<file path="src/rtl/mcbf_pkg.sv">
// ----------------------------------------------------------------------------
// mcbf_pkg
// shared constants, item types and codes for the multi-channel byte fifo
// ----------------------------------------------------------------------------
`default_nettype none

package mcbf_pkg;

   // queue geometry
   localparam int QUEUE_DEPTH = 128;
   localparam int NUM_QUEUES  = 4;
   localparam int MAX_PEEK    = 64;

   // field widths of the items
   localparam int ACT_W  = 3;
   localparam int QSEL_W = 2;
   localparam int BYTE_W = 8;
   localparam int OFS_W  = 8;
   localparam int LEN_W  = 7;
   localparam int STAT_W = 2;
   localparam int CNTF_W = 8;

   // derived widths
   localparam int PTR_W       = (QUEUE_DEPTH > 1) ? $clog2(QUEUE_DEPTH) : 1;
   localparam int CNT_W       = $clog2(QUEUE_DEPTH + 1);
   localparam int QIDX_W      = (NUM_QUEUES > 1) ? $clog2(NUM_QUEUES) : 1;
   localparam int BYTE_DEPTH  = NUM_QUEUES * QUEUE_DEPTH;
   localparam int BYTE_ADDR_W = (BYTE_DEPTH > 1) ? $clog2(BYTE_DEPTH) : 1;

   // request actions
   typedef enum logic [ACT_W-1:0] {
      ACT_PUT     = 3'd0,
      ACT_GET     = 3'd1,
      ACT_PEEK    = 3'd2,
      ACT_STATUS  = 3'd3,
      ACT_CLR_WP  = 3'd4,
      ACT_CLR_RP  = 3'd5,
      ACT_CLR_CNT = 3'd6
   } act_type;

   // result status codes
   typedef enum logic [STAT_W-1:0] {
      STAT_OK       = 2'd0,
      STAT_FULL     = 2'd1,
      STAT_EMPTY    = 2'd2,
      STAT_PEEK_ERR = 2'd3
   } stat_type;

   // sequencer states
   typedef enum logic [1:0] {
      S_IDLE,
      S_EVAL,
      S_GET,
      S_PEEK
   } state_type;

   typedef struct packed {
      logic [ACT_W-1:0]  action;
      logic [QSEL_W-1:0] queue_sel;
      logic [BYTE_W-1:0] data_in;
      logic [OFS_W-1:0]  peek_offset;
      logic [LEN_W-1:0]  peek_length;
   } req_item_type;

   typedef struct packed {
      logic [QSEL_W-1:0] queue_id;
      logic [BYTE_W-1:0] data_out;
      logic [STAT_W-1:0] status;
      logic [CNTF_W-1:0] fill_count;
      logic [CNTF_W-1:0] free_space;
      logic              is_empty;
      logic              is_full;
      logic              last;
   } rsp_item_type;

   // per-queue descriptor held in the descriptor memory
   typedef struct packed {
      logic [PTR_W-1:0] wp;
      logic [PTR_W-1:0] rp;
      logic [CNT_W-1:0] cnt;
   } desc_type;

   // memory port requests from the sequencer
   typedef struct packed {
      logic                   en;
      logic                   we;
      logic [BYTE_ADDR_W-1:0] addr;
      logic [BYTE_W-1:0]      wdata;
   } byte_req_type;

   typedef struct packed {
      logic              en;
      logic              we;
      logic [QIDX_W-1:0] addr;
      desc_type          wdata;
   } desc_req_type;

endpackage

`default_nettype wire

</file>
<file path="src/rtl/mcbf_ram.sv">
// ----------------------------------------------------------------------------
// mcbf_ram
// single-port synchronous ram, registered read, no reset on contents
// ----------------------------------------------------------------------------
`default_nettype none

module mcbf_ram #(
   parameter int DATA_W = 8,
   parameter int DEPTH  = 512
) (
   input  wire logic                                     clock,
   input  wire logic                                     en,
   input  wire logic                                     we,
   input  wire logic [((DEPTH > 1) ? $clog2(DEPTH) : 1)-1:0] addr,
   input  wire logic [DATA_W-1:0]                        wdata,
   output      logic [DATA_W-1:0]                        rdata
);

   logic [DATA_W-1:0] mem [DEPTH];
   logic [DATA_W-1:0] rdata_ff;

   // write or registered read
   always_ff @(posedge clock) begin
      if (en) begin
         if (we) begin
            mem[addr] <= wdata;
         end else begin
            rdata_ff <= mem[addr];
         end
      end
   end

   assign rdata = rdata_ff;

endmodule

`default_nettype wire

</file>
<file path="src/rtl/mcbf_ctrl.sv">
// ----------------------------------------------------------------------------
// mcbf_ctrl
// request sequencer: descriptor read-modify-write, byte store access, results
// ----------------------------------------------------------------------------
`default_nettype none

module mcbf_ctrl (
   input  wire logic                  clock,
   input  wire logic                  reset,
   input  wire logic                  start,
   output      logic                  busy,
   input  wire mcbf_pkg::req_item_type req_item,
   output      logic                  rsp_valid,
   output      mcbf_pkg::rsp_item_type rsp_item,
   output      mcbf_pkg::byte_req_type byte_req,
   input  wire logic [mcbf_pkg::BYTE_W-1:0] byte_rdata,
   output      mcbf_pkg::desc_req_type desc_req,
   input  wire mcbf_pkg::desc_type     desc_rdata
);

   localparam int POS_W = mcbf_pkg::PTR_W + 1;
   localparam int SUM_W = (mcbf_pkg::CNT_W > 9) ? mcbf_pkg::CNT_W : 9;

   mcbf_pkg::state_type    state_ff, state_in;
   mcbf_pkg::req_item_type req_ff, req_in;
   logic [mcbf_pkg::QIDX_W-1:0] q_ff, q_in;
   mcbf_pkg::desc_type     desc_ff, desc_in;
   logic [mcbf_pkg::PTR_W-1:0] peek_pos_ff, peek_pos_in;
   logic [mcbf_pkg::LEN_W-1:0] peek_left_ff, peek_left_in;
   logic                   rsp_valid_ff, rsp_valid_in;
   mcbf_pkg::rsp_item_type rsp_item_ff, rsp_item_in;
   logic [mcbf_pkg::NUM_QUEUES-1:0] desc_vld_ff;
   logic                   rd_vld_ff;

   logic                   accept;
   mcbf_pkg::desc_type     cur_desc;
   logic                   peek_err;
   logic                   put_ok;
   logic                   get_ok;
   logic [SUM_W-1:0]       peek_end;
   logic [POS_W-1:0]       pos_sum;
   logic [mcbf_pkg::PTR_W-1:0] peek_start;

   // queue selector folded onto the queues that exist
   function automatic logic [mcbf_pkg::QIDX_W-1:0] qsel_to_idx(
      input logic [mcbf_pkg::QSEL_W-1:0] sel);
      logic [mcbf_pkg::QIDX_W-1:0] r;
      r = '0;
      for (int i = 0; i < (1 << mcbf_pkg::QSEL_W); i++) begin
         if (sel == mcbf_pkg::QSEL_W'(i)) begin
            r = mcbf_pkg::QIDX_W'(i % mcbf_pkg::NUM_QUEUES);
         end
      end
      return r;
   endfunction

   // step a pointer round the ring
   function automatic logic [mcbf_pkg::PTR_W-1:0] advance(
      input logic [mcbf_pkg::PTR_W-1:0] p);
      logic [mcbf_pkg::PTR_W-1:0] r;
      if (p == mcbf_pkg::PTR_W'(mcbf_pkg::QUEUE_DEPTH - 1)) begin
         r = '0;
      end else begin
         r = p + 1'b1;
      end
      return r;
   endfunction

   // store address of a byte in a queue
   function automatic logic [mcbf_pkg::BYTE_ADDR_W-1:0] byte_addr(
      input logic [mcbf_pkg::QIDX_W-1:0] q,
      input logic [mcbf_pkg::PTR_W-1:0]  p);
      return mcbf_pkg::BYTE_ADDR_W'(q) * mcbf_pkg::BYTE_ADDR_W'(mcbf_pkg::QUEUE_DEPTH)
           + mcbf_pkg::BYTE_ADDR_W'(p);
   endfunction

   // build a result item from a descriptor
   function automatic mcbf_pkg::rsp_item_type make_rsp(
      input logic [mcbf_pkg::QIDX_W-1:0] q,
      input mcbf_pkg::desc_type          d,
      input logic [mcbf_pkg::BYTE_W-1:0] data,
      input mcbf_pkg::stat_type          stat,
      input logic                        last);
      mcbf_pkg::rsp_item_type r;
      logic                   full;
      full         = (d.cnt >= mcbf_pkg::CNT_W'(mcbf_pkg::QUEUE_DEPTH));
      r.queue_id   = mcbf_pkg::QSEL_W'(q);
      r.data_out   = data;
      r.status     = stat;
      r.fill_count = mcbf_pkg::CNTF_W'(d.cnt);
      r.free_space = full ? '0 :
                     mcbf_pkg::CNTF_W'(mcbf_pkg::CNT_W'(mcbf_pkg::QUEUE_DEPTH) - d.cnt);
      r.is_empty   = (d.cnt == '0);
      r.is_full    = full;
      r.last       = last;
      return r;
   endfunction

   assign busy   = (state_ff != mcbf_pkg::S_IDLE);
   assign accept = start && !busy;

   // descriptor as read, never-written entries read as zero
   assign cur_desc = rd_vld_ff ? desc_rdata : '0;

   // decisions taken on the descriptor
   assign put_ok   = (cur_desc.cnt < mcbf_pkg::CNT_W'(mcbf_pkg::QUEUE_DEPTH));
   assign get_ok   = (cur_desc.cnt != '0);
   assign peek_end = SUM_W'(req_ff.peek_offset) + SUM_W'(req_ff.peek_length);
   assign peek_err = (req_ff.peek_length > mcbf_pkg::LEN_W'(mcbf_pkg::MAX_PEEK))
                  || (SUM_W'(cur_desc.cnt) < peek_end);

   // start of a peek, offset is below the depth whenever the peek is valid
   assign pos_sum    = POS_W'(cur_desc.rp) + POS_W'(req_ff.peek_offset);
   assign peek_start = (pos_sum >= POS_W'(mcbf_pkg::QUEUE_DEPTH)) ?
                       mcbf_pkg::PTR_W'(pos_sum - POS_W'(mcbf_pkg::QUEUE_DEPTH)) :
                       mcbf_pkg::PTR_W'(pos_sum);

   // next state
   always_comb begin
      state_in = state_ff;
      case (state_ff)
         mcbf_pkg::S_IDLE: begin
            if (accept) begin
               state_in = mcbf_pkg::S_EVAL;
            end
         end
         mcbf_pkg::S_EVAL: begin
            state_in = mcbf_pkg::S_IDLE;
            if (req_ff.action == mcbf_pkg::ACT_GET && get_ok) begin
               state_in = mcbf_pkg::S_GET;
            end else if (req_ff.action == mcbf_pkg::ACT_PEEK && !peek_err
                         && req_ff.peek_length != '0) begin
               state_in = mcbf_pkg::S_PEEK;
            end
         end
         mcbf_pkg::S_GET: begin
            state_in = mcbf_pkg::S_IDLE;
         end
         mcbf_pkg::S_PEEK: begin
            if (peek_left_ff == mcbf_pkg::LEN_W'(1)) begin
               state_in = mcbf_pkg::S_IDLE;
            end
         end
         default: begin
            state_in = mcbf_pkg::S_IDLE;
         end
      endcase
   end

   // datapath and memory requests
   always_comb begin
      mcbf_pkg::desc_type nd;
      nd           = cur_desc;
      req_in       = req_ff;
      q_in         = q_ff;
      desc_in      = desc_ff;
      peek_pos_in  = peek_pos_ff;
      peek_left_in = peek_left_ff;
      rsp_valid_in = 1'b0;
      rsp_item_in  = rsp_item_ff;
      byte_req     = '0;
      desc_req     = '0;
      case (state_ff)
         mcbf_pkg::S_IDLE: begin
            if (accept) begin
               req_in        = req_item;
               q_in          = qsel_to_idx(req_item.queue_sel);
               desc_req.en   = 1'b1;
               desc_req.addr = q_in;
            end
         end
         mcbf_pkg::S_EVAL: begin
            desc_in      = cur_desc;
            rsp_valid_in = 1'b1;
            rsp_item_in  = make_rsp(q_ff, cur_desc, '0, mcbf_pkg::STAT_OK, 1'b1);
            case (req_ff.action)
               mcbf_pkg::ACT_PUT: begin
                  if (put_ok) begin
                     byte_req.en    = 1'b1;
                     byte_req.we    = 1'b1;
                     byte_req.addr  = byte_addr(q_ff, cur_desc.wp);
                     byte_req.wdata = req_ff.data_in;
                     nd.wp          = advance(cur_desc.wp);
                     nd.cnt         = cur_desc.cnt + 1'b1;
                     desc_req.en    = 1'b1;
                     desc_req.we    = 1'b1;
                     desc_req.addr  = q_ff;
                     desc_req.wdata = nd;
                     rsp_item_in    = make_rsp(q_ff, nd, '0, mcbf_pkg::STAT_OK, 1'b1);
                  end else begin
                     rsp_item_in = make_rsp(q_ff, cur_desc, '0, mcbf_pkg::STAT_FULL, 1'b1);
                  end
               end
               mcbf_pkg::ACT_GET: begin
                  if (get_ok) begin
                     byte_req.en    = 1'b1;
                     byte_req.addr  = byte_addr(q_ff, cur_desc.rp);
                     nd.rp          = advance(cur_desc.rp);
                     nd.cnt         = cur_desc.cnt - 1'b1;
                     desc_req.en    = 1'b1;
                     desc_req.we    = 1'b1;
                     desc_req.addr  = q_ff;
                     desc_req.wdata = nd;
                     desc_in        = nd;
                     rsp_valid_in   = 1'b0;
                  end else begin
                     rsp_item_in = make_rsp(q_ff, cur_desc, '0, mcbf_pkg::STAT_EMPTY, 1'b1);
                  end
               end
               mcbf_pkg::ACT_PEEK: begin
                  if (peek_err) begin
                     rsp_item_in = make_rsp(q_ff, cur_desc, '0,
                                            mcbf_pkg::STAT_PEEK_ERR, 1'b1);
                  end else if (req_ff.peek_length != '0) begin
                     byte_req.en   = 1'b1;
                     byte_req.addr = byte_addr(q_ff, peek_start);
                     peek_pos_in   = advance(peek_start);
                     peek_left_in  = req_ff.peek_length;
                     rsp_valid_in  = 1'b0;
                  end
               end
               mcbf_pkg::ACT_CLR_WP, mcbf_pkg::ACT_CLR_RP, mcbf_pkg::ACT_CLR_CNT: begin
                  if (req_ff.action == mcbf_pkg::ACT_CLR_WP) begin
                     nd.wp = '0;
                  end else if (req_ff.action == mcbf_pkg::ACT_CLR_RP) begin
                     nd.rp = '0;
                  end else begin
                     nd.cnt = '0;
                  end
                  desc_req.en    = 1'b1;
                  desc_req.we    = 1'b1;
                  desc_req.addr  = q_ff;
                  desc_req.wdata = nd;
                  rsp_item_in    = make_rsp(q_ff, nd, '0, mcbf_pkg::STAT_OK, 1'b1);
               end
               default: begin
                  rsp_item_in = make_rsp(q_ff, cur_desc, '0, mcbf_pkg::STAT_OK, 1'b1);
               end
            endcase
         end
         mcbf_pkg::S_GET: begin
            rsp_valid_in = 1'b1;
            rsp_item_in  = make_rsp(q_ff, desc_ff, byte_rdata, mcbf_pkg::STAT_OK, 1'b1);
         end
         mcbf_pkg::S_PEEK: begin
            rsp_valid_in = 1'b1;
            rsp_item_in  = make_rsp(q_ff, desc_ff, byte_rdata, mcbf_pkg::STAT_OK,
                                    peek_left_ff == mcbf_pkg::LEN_W'(1));
            peek_left_in = peek_left_ff - 1'b1;
            if (peek_left_ff > mcbf_pkg::LEN_W'(1)) begin
               byte_req.en   = 1'b1;
               byte_req.addr = byte_addr(q_ff, peek_pos_ff);
               peek_pos_in   = advance(peek_pos_ff);
            end
         end
         default: begin
            rsp_valid_in = 1'b0;
         end
      endcase
   end

   // control registers
   always_ff @(posedge clock) begin
      if (reset) begin
         state_ff     <= mcbf_pkg::S_IDLE;
         rsp_valid_ff <= 1'b0;
         desc_vld_ff  <= '0;
         rd_vld_ff    <= 1'b0;
      end else begin
         state_ff     <= state_in;
         rsp_valid_ff <= rsp_valid_in;
         if (desc_req.en && desc_req.we) begin
            desc_vld_ff[desc_req.addr] <= 1'b1;
         end
         if (desc_req.en && !desc_req.we) begin
            rd_vld_ff <= desc_vld_ff[desc_req.addr];
         end
      end
   end

   // payload registers
   always_ff @(posedge clock) begin
      req_ff       <= req_in;
      q_ff         <= q_in;
      desc_ff      <= desc_in;
      peek_pos_ff  <= peek_pos_in;
      peek_left_ff <= peek_left_in;
      rsp_item_ff  <= rsp_item_in;
   end

   assign rsp_valid = rsp_valid_ff;
   assign rsp_item  = rsp_item_ff;

endmodule

`default_nettype wire

</file>
<file path="src/rtl/multi_channel_byte_fifo_unit.sv">
// ----------------------------------------------------------------------------
// multi_channel_byte_fifo_unit
// four circular byte queues sharing one byte store
// ----------------------------------------------------------------------------
// A request item is taken at a rising edge where start is high and busy is
// low. It names a queue and an action: put, get, peek, status or one of the
// pointer and count clears. Each result item appears on rsp_item for exactly
// one cycle, flagged by rsp_valid; the receiver cannot hold it off. A peek of
// n bytes gives n results on consecutive cycles, the final one marked last.
// The queue descriptor sits in a memory with a registered read; it is read for
// every item and written back by each put, get or clear that changes it. Put,
// status, clear, empty peek and error results are registered from S_EVAL, and
// the next item is taken once the unit is back in S_IDLE. A get adds S_GET for
// the byte store read; a peek of n bytes adds S_PEEK, one store read a cycle.
// Reset clears the descriptor valid flags so every queue reads as empty with
// pointers at zero; the byte store itself is not cleared and needs no pass.
// ----------------------------------------------------------------------------
`default_nettype none

module multi_channel_byte_fifo_unit (
   input  wire logic                   clock,
   input  wire logic                   reset,
   input  wire logic                   start,
   output      logic                   busy,
   input  wire mcbf_pkg::req_item_type req_item,
   output      logic                   rsp_valid,
   output      mcbf_pkg::rsp_item_type rsp_item
);

   mcbf_pkg::byte_req_type          byte_req;
   mcbf_pkg::desc_req_type          desc_req;
   logic [mcbf_pkg::BYTE_W-1:0]     byte_rdata;
   logic [$bits(mcbf_pkg::desc_type)-1:0] desc_rdata_bits;

   // sequencer
   mcbf_ctrl u_ctrl (
      .clock      (clock),
      .reset      (reset),
      .start      (start),
      .busy       (busy),
      .req_item   (req_item),
      .rsp_valid  (rsp_valid),
      .rsp_item   (rsp_item),
      .byte_req   (byte_req),
      .byte_rdata (byte_rdata),
      .desc_req   (desc_req),
      .desc_rdata (mcbf_pkg::desc_type'(desc_rdata_bits))
   );

   // shared byte store
   mcbf_ram #(
      .DATA_W (mcbf_pkg::BYTE_W),
      .DEPTH  (mcbf_pkg::BYTE_DEPTH)
   ) u_byte_ram (
      .clock (clock),
      .en    (byte_req.en),
      .we    (byte_req.we),
      .addr  (byte_req.addr),
      .wdata (byte_req.wdata),
      .rdata (byte_rdata)
   );

   // per-queue pointer and count descriptors
   mcbf_ram #(
      .DATA_W ($bits(mcbf_pkg::desc_type)),
      .DEPTH  (mcbf_pkg::NUM_QUEUES)
   ) u_desc_ram (
      .clock (clock),
      .en    (desc_req.en),
      .we    (desc_req.we),
      .addr  (desc_req.addr),
      .wdata (desc_req.wdata),
      .rdata (desc_rdata_bits)
   );

endmodule

`default_nettype wire

</file>
<file path="config.mk">
export PLATFORM = sky130hd
export DESIGN_NAME = multi_channel_byte_fifo_unit
export DESIGN_NICKNAME = d
export VERILOG_FILES = /design/src/rtl/mcbf_pkg.sv /design/src/rtl/mcbf_ram.sv /design/src/rtl/mcbf_ctrl.sv /design/src/rtl/multi_channel_byte_fifo_unit.sv
export SDC_FILE = /design/constraint.sdc
export NUM_CORES = 2
export LEC_CHECK = 0
export BUFFER_PORTS_ARGS = -buffer_cell sky130_fd_sc_hd__buf_2
export CAP_MARGIN = 20
export CORE_ASPECT_RATIO = 0.8
export CORE_MARGIN = 2
export CORE_UTILIZATION = 66
export CTS_BUF_LIST = sky130_fd_sc_hd__clkbuf_2
export CTS_CLUSTER_DIAMETER = 150
export CTS_CLUSTER_SIZE = 30
export DETAILED_ROUTE_END_ITERATION = 6
export HOLD_SLACK_MARGIN = 0.15
export PLACE_DENSITY = 0.78
export SKIP_LAST_GASP = 1
export SLEW_MARGIN = 10
export SYNTH_ARGS = -nofsm -noshare
export SYNTH_HDL_FRONTEND = slang
export SYNTH_MEMORY_MAX_BITS = 65536
export SYNTH_SLANG_ARGS = --single-unit
</file>
<file path="constraint.sdc">
create_clock -name clock -period 13.42 [get_ports clock]
set_input_delay 3.355 -clock clock [delete_from_list [all_inputs] [get_ports clock]]
set_output_delay 3.355 -clock clock [all_outputs]
set_load 0.03 [all_outputs]
</file>
==> impl_metrics.json <==
{
  "outcome": "complete, no violations",
  "synth_compound_area_frac": 0.0575,
  "endpoint_kind": "flip-flop",
  "crit_path_start_kind": "flip-flop",
  "grt_usage": 0.336,
  "synth_warnings": 0,
  "clockBufferDepth": 4,
  "synthesis.nets": 10700,
  "cts-hold-fix-buffers": 0,
  "root_buffer": "clkbuf_2",
  "synth-simple-area-share": 0.0620,
  "critPathKind": "reg -> reg",
  "synthAdderAreaFrac": 0.00266,
  "synthArstFlopShare": 0,
  "synth_edf_count": 4295,
  "maxCapViolCount": 0,
  "area_delta_synth_final_pct": 2.50,
  "ff_latch_area_um2": 129000,
  "routed_wl_mm": 449,
  "insertion_delay_ns": 2.05,
  "synth_top_family_by_area": "multiplexers",
  "period_minus_slack_ns": 9.28,
  "max_slew_margin": 0.106,
  "reg2reg_to": "u_byte_ram.rdata[6]",
  "ys_top_cells_by_area": "edfxtp_1 76%, mux2i_1 9.6%, o22ai_1 3.3%, nand2_1 2.2%, nor2_1 1.3%",
  "netlist_instances": 10600,
  "rows": 166,
  "mostFrequentLayoutCell": "edfxtp_1",
  "grt_pass1_wl_mm": 637,
  "multi_input_area_um2": 38100,
  "vias": 98000,
  "regToRegStartpoint": "u_ctrl.req_ff[1]",
  "synth.area.mux_share": 0.0968,
  "cts_max_level": 4,
  "worstMarginPinSlew_ns": 1.31,
  "total_power_mw": 18.8,
  "synth_top_area_cell": "edfxtp_1",
  "final_hold_viol_count": 0,
  "hold_path.class": "reg -> reg",
  "die-area_um2": 263000,
  "cts.sinks": 4303,
  "hpwl_mm": 266,
  "remaining_drc_errors": 0,
  "synthXorXnorAreaFrac": 0.00216,
  "cts_buffers": 169,
  "cp-endpoint": "u_byte_ram.rdata[6]",
  "clk_pin_slew_worst_paths_ns": 0.57,
  "fin_crit_sh": 0.692,
  "routedWlPerCell_um": 32.4,
  "ys_ff_latch": 4303,
  "syn_area_per_cell_um2": 16.0,
  "drt_iter0_drc": 17500,
  "grt_pass1_vias": 91300,
  "clock.fmax_ghz": 0.108,
  "synth_area_um2": 171000,
  "vdd_ir_drop_max_mv": 0.113,
  "via_per_inst": 7.07,
  "ys.flop_type": "edfxtp_1",
  "ys_types": 106,
  "postCtsSetupRepairBufs": 0,
  "finClkSkew_ns": 0.194,
  "io_pins": 64,
  "instances_no_fill": 13900,
  "setup_violations": 0,
  "cp.required_ns": 15.30,
  "die_h_um": 459,
  "slew_viol_final": 0,
  "rsz0062_at_grt": "no",
  "finalSetupTns_ns": 0,
  "nFillCells": 16600,
  "power_density_nw_per_um2": 108,
  "crit_start": "u_ctrl.req_ff[1]",
  "antenna_found_initial": 26,
  "ant_nets": 0,
  "ctsResizeCount": 0,
  "gp_congestion": 0.910,
  "first_pass_iters": 7,
  "core_um2": 256000,
  "p_leak_nw": 50.0,
  "grt_max_degree": 193,
  "cts_tree": "done",
  "drive_above_1_share": 0.0538,
  "initial_core_util": 0.666,
  "fin_nets": 10500,
  "layout_common_cells": "4,295 x edfxtp_1, 1,643 x mux2i_1, 989 x nand2_1, 894 x o22ai_1, 593 x nor2_1",
  "placedCellCount": 13600,
  "cp.arrival_ns": 11.16,
  "r2r_cells": 22,
  "die_w_um": 572,
  "synth_top_area_share": 0.756,
  "worst-path-max-fanout": 139,
  "grt_overflow_total": 0,
  "portBuffers": 63,
  "seq_area_frac_synth": 0.757,
  "timing.reg2reg.setup_slack_ns": 4.14
}
[state kept, by name, summed over array words and instances, names as in the netlist, 4 cells and up]
name and cells:
u_byte_ram.mem 4096, u_byte_ram.rdata 8, u_ctrl.desc_ff 8, u_ctrl.desc_vld_ff 4
u_ctrl.peek_left_ff 7, u_ctrl.peek_pos_ff 7, u_ctrl.req_ff 26, u_ctrl.rsp_item 31
u_desc_ram.mem 88, u_desc_ram.rdata 22
[cell usage after synthesis, types with 112 or more instances]
cell,count
o22ai_1,895
nand3_1,231
buf_2,323
clkbuf_1,202
nand2_1,1002
nor2_1,607
a21oi_1,120
o21ai_0,134
edfxtp_1,4295
mux2i_1,1643
nor4_1,185
and3_1,112
[power by group]
part / internal [mW] / switching (mW) / total (mW)
logic: 0.0634 / 0.172 / 0.235
registers: 14.6 / 0.0225 / 14.7
clock network: 0.355 / 3.58 / 3.93
[worst min-delay path by stage]
| stage | from | end | slack, ns | depth (start not counted) |
|---|---|---|---|---|
| 3_5_place_dp | u_ctrl.desc_vld_ff[1] | u_ctrl.desc_vld_ff[1] | 0.48 | 2 |
| 6_report | u_ctrl.desc_vld_ff[1] | u_ctrl.desc_vld_ff[1] | 0.50 | 2 |
| 4_1_cts | u_ctrl.desc_vld_ff[1] | u_ctrl.desc_vld_ff[1] | 0.51 | 2 |
| 3_3_place_gp | u_ctrl.desc_vld_ff[0] | u_ctrl.desc_vld_ff[0] | 0.44 | 2 |
| 2_1_floorplan | u_ctrl.q_ff[0] | u_ctrl.rsp_item[29] | 0.42 | 0 |
| 5_1_grt | u_ctrl.desc_vld_ff[2] | u_ctrl.desc_vld_ff[2] | 0.53 | 2 |
[worst max-delay path, cell delays in order (launching register included)]
cell and delay [ns]:
edfxtp_1 0.57, ha_1 0.32, a21o_1 0.18, a21oi_1 0.22, o21bai_1 0.10, a21oi_1 0.22
o21bai_1 0.09, a21oi_1 0.17, xor2_1 0.09, ha_1 0.31, o211ai_1 0.16, a211oi_2 0.51
nand4_1 0.36, nand2_8 0.54, buf_12 0.63, or2_4 0.60, buf_4 0.71, o22ai_1 0.21
nor4_1 0.50, o22ai_1 0.30, o21ai_0 0.77, nand4_1 0.81, or3_1 0.58
[per-stage QoR]
step	cell area (µm²)	util	hold WS, ns	setup slack [ns]
after floorplan	171000	-	0.424	4.01
after global placement	174000	0.678	0.442	3.88
after detailed placement	174000	0.678	0.476	4.37
after CTS	175000	0.681	0.506	4.39
after global routing	175000	0.682	0.533	4.01
final	175000	0.682	0.505	4.14
[per-layer routing]
layer  vias to the layer above  wire length (µm)  global-route usage
met5                         -               207                   0
met4                        32             18200               0.122
met3                      1010             65000              0.0949
met2                      7336            197000               0.485
met1                     48800            168000               0.495
li1                      40800                 -                   -
[layout make-up]
class,count,share of cell area
sequential,4303,0.739
multi-input combinational,5612,0.218
tap,3444,0.0246
timing repair buffer,263,0.0125
clock buffer,183,0.00524
inverter,35,0.000751
antenna,18,0.000258
clock inverter,6,0.000222
[cells by family (layout without fill, tap and decap cells)]
logic type	after synthesis	in the layout
flops	4303	4303
buf+inv	719	487
mux	1647	1647
compound gates	1525	1525
xor+xnor	42	42
other cells	0	18
fa+ha+maj	35	35
simple gates	2363	2363
No activity file was read; power rests on OpenSTA's default activity.
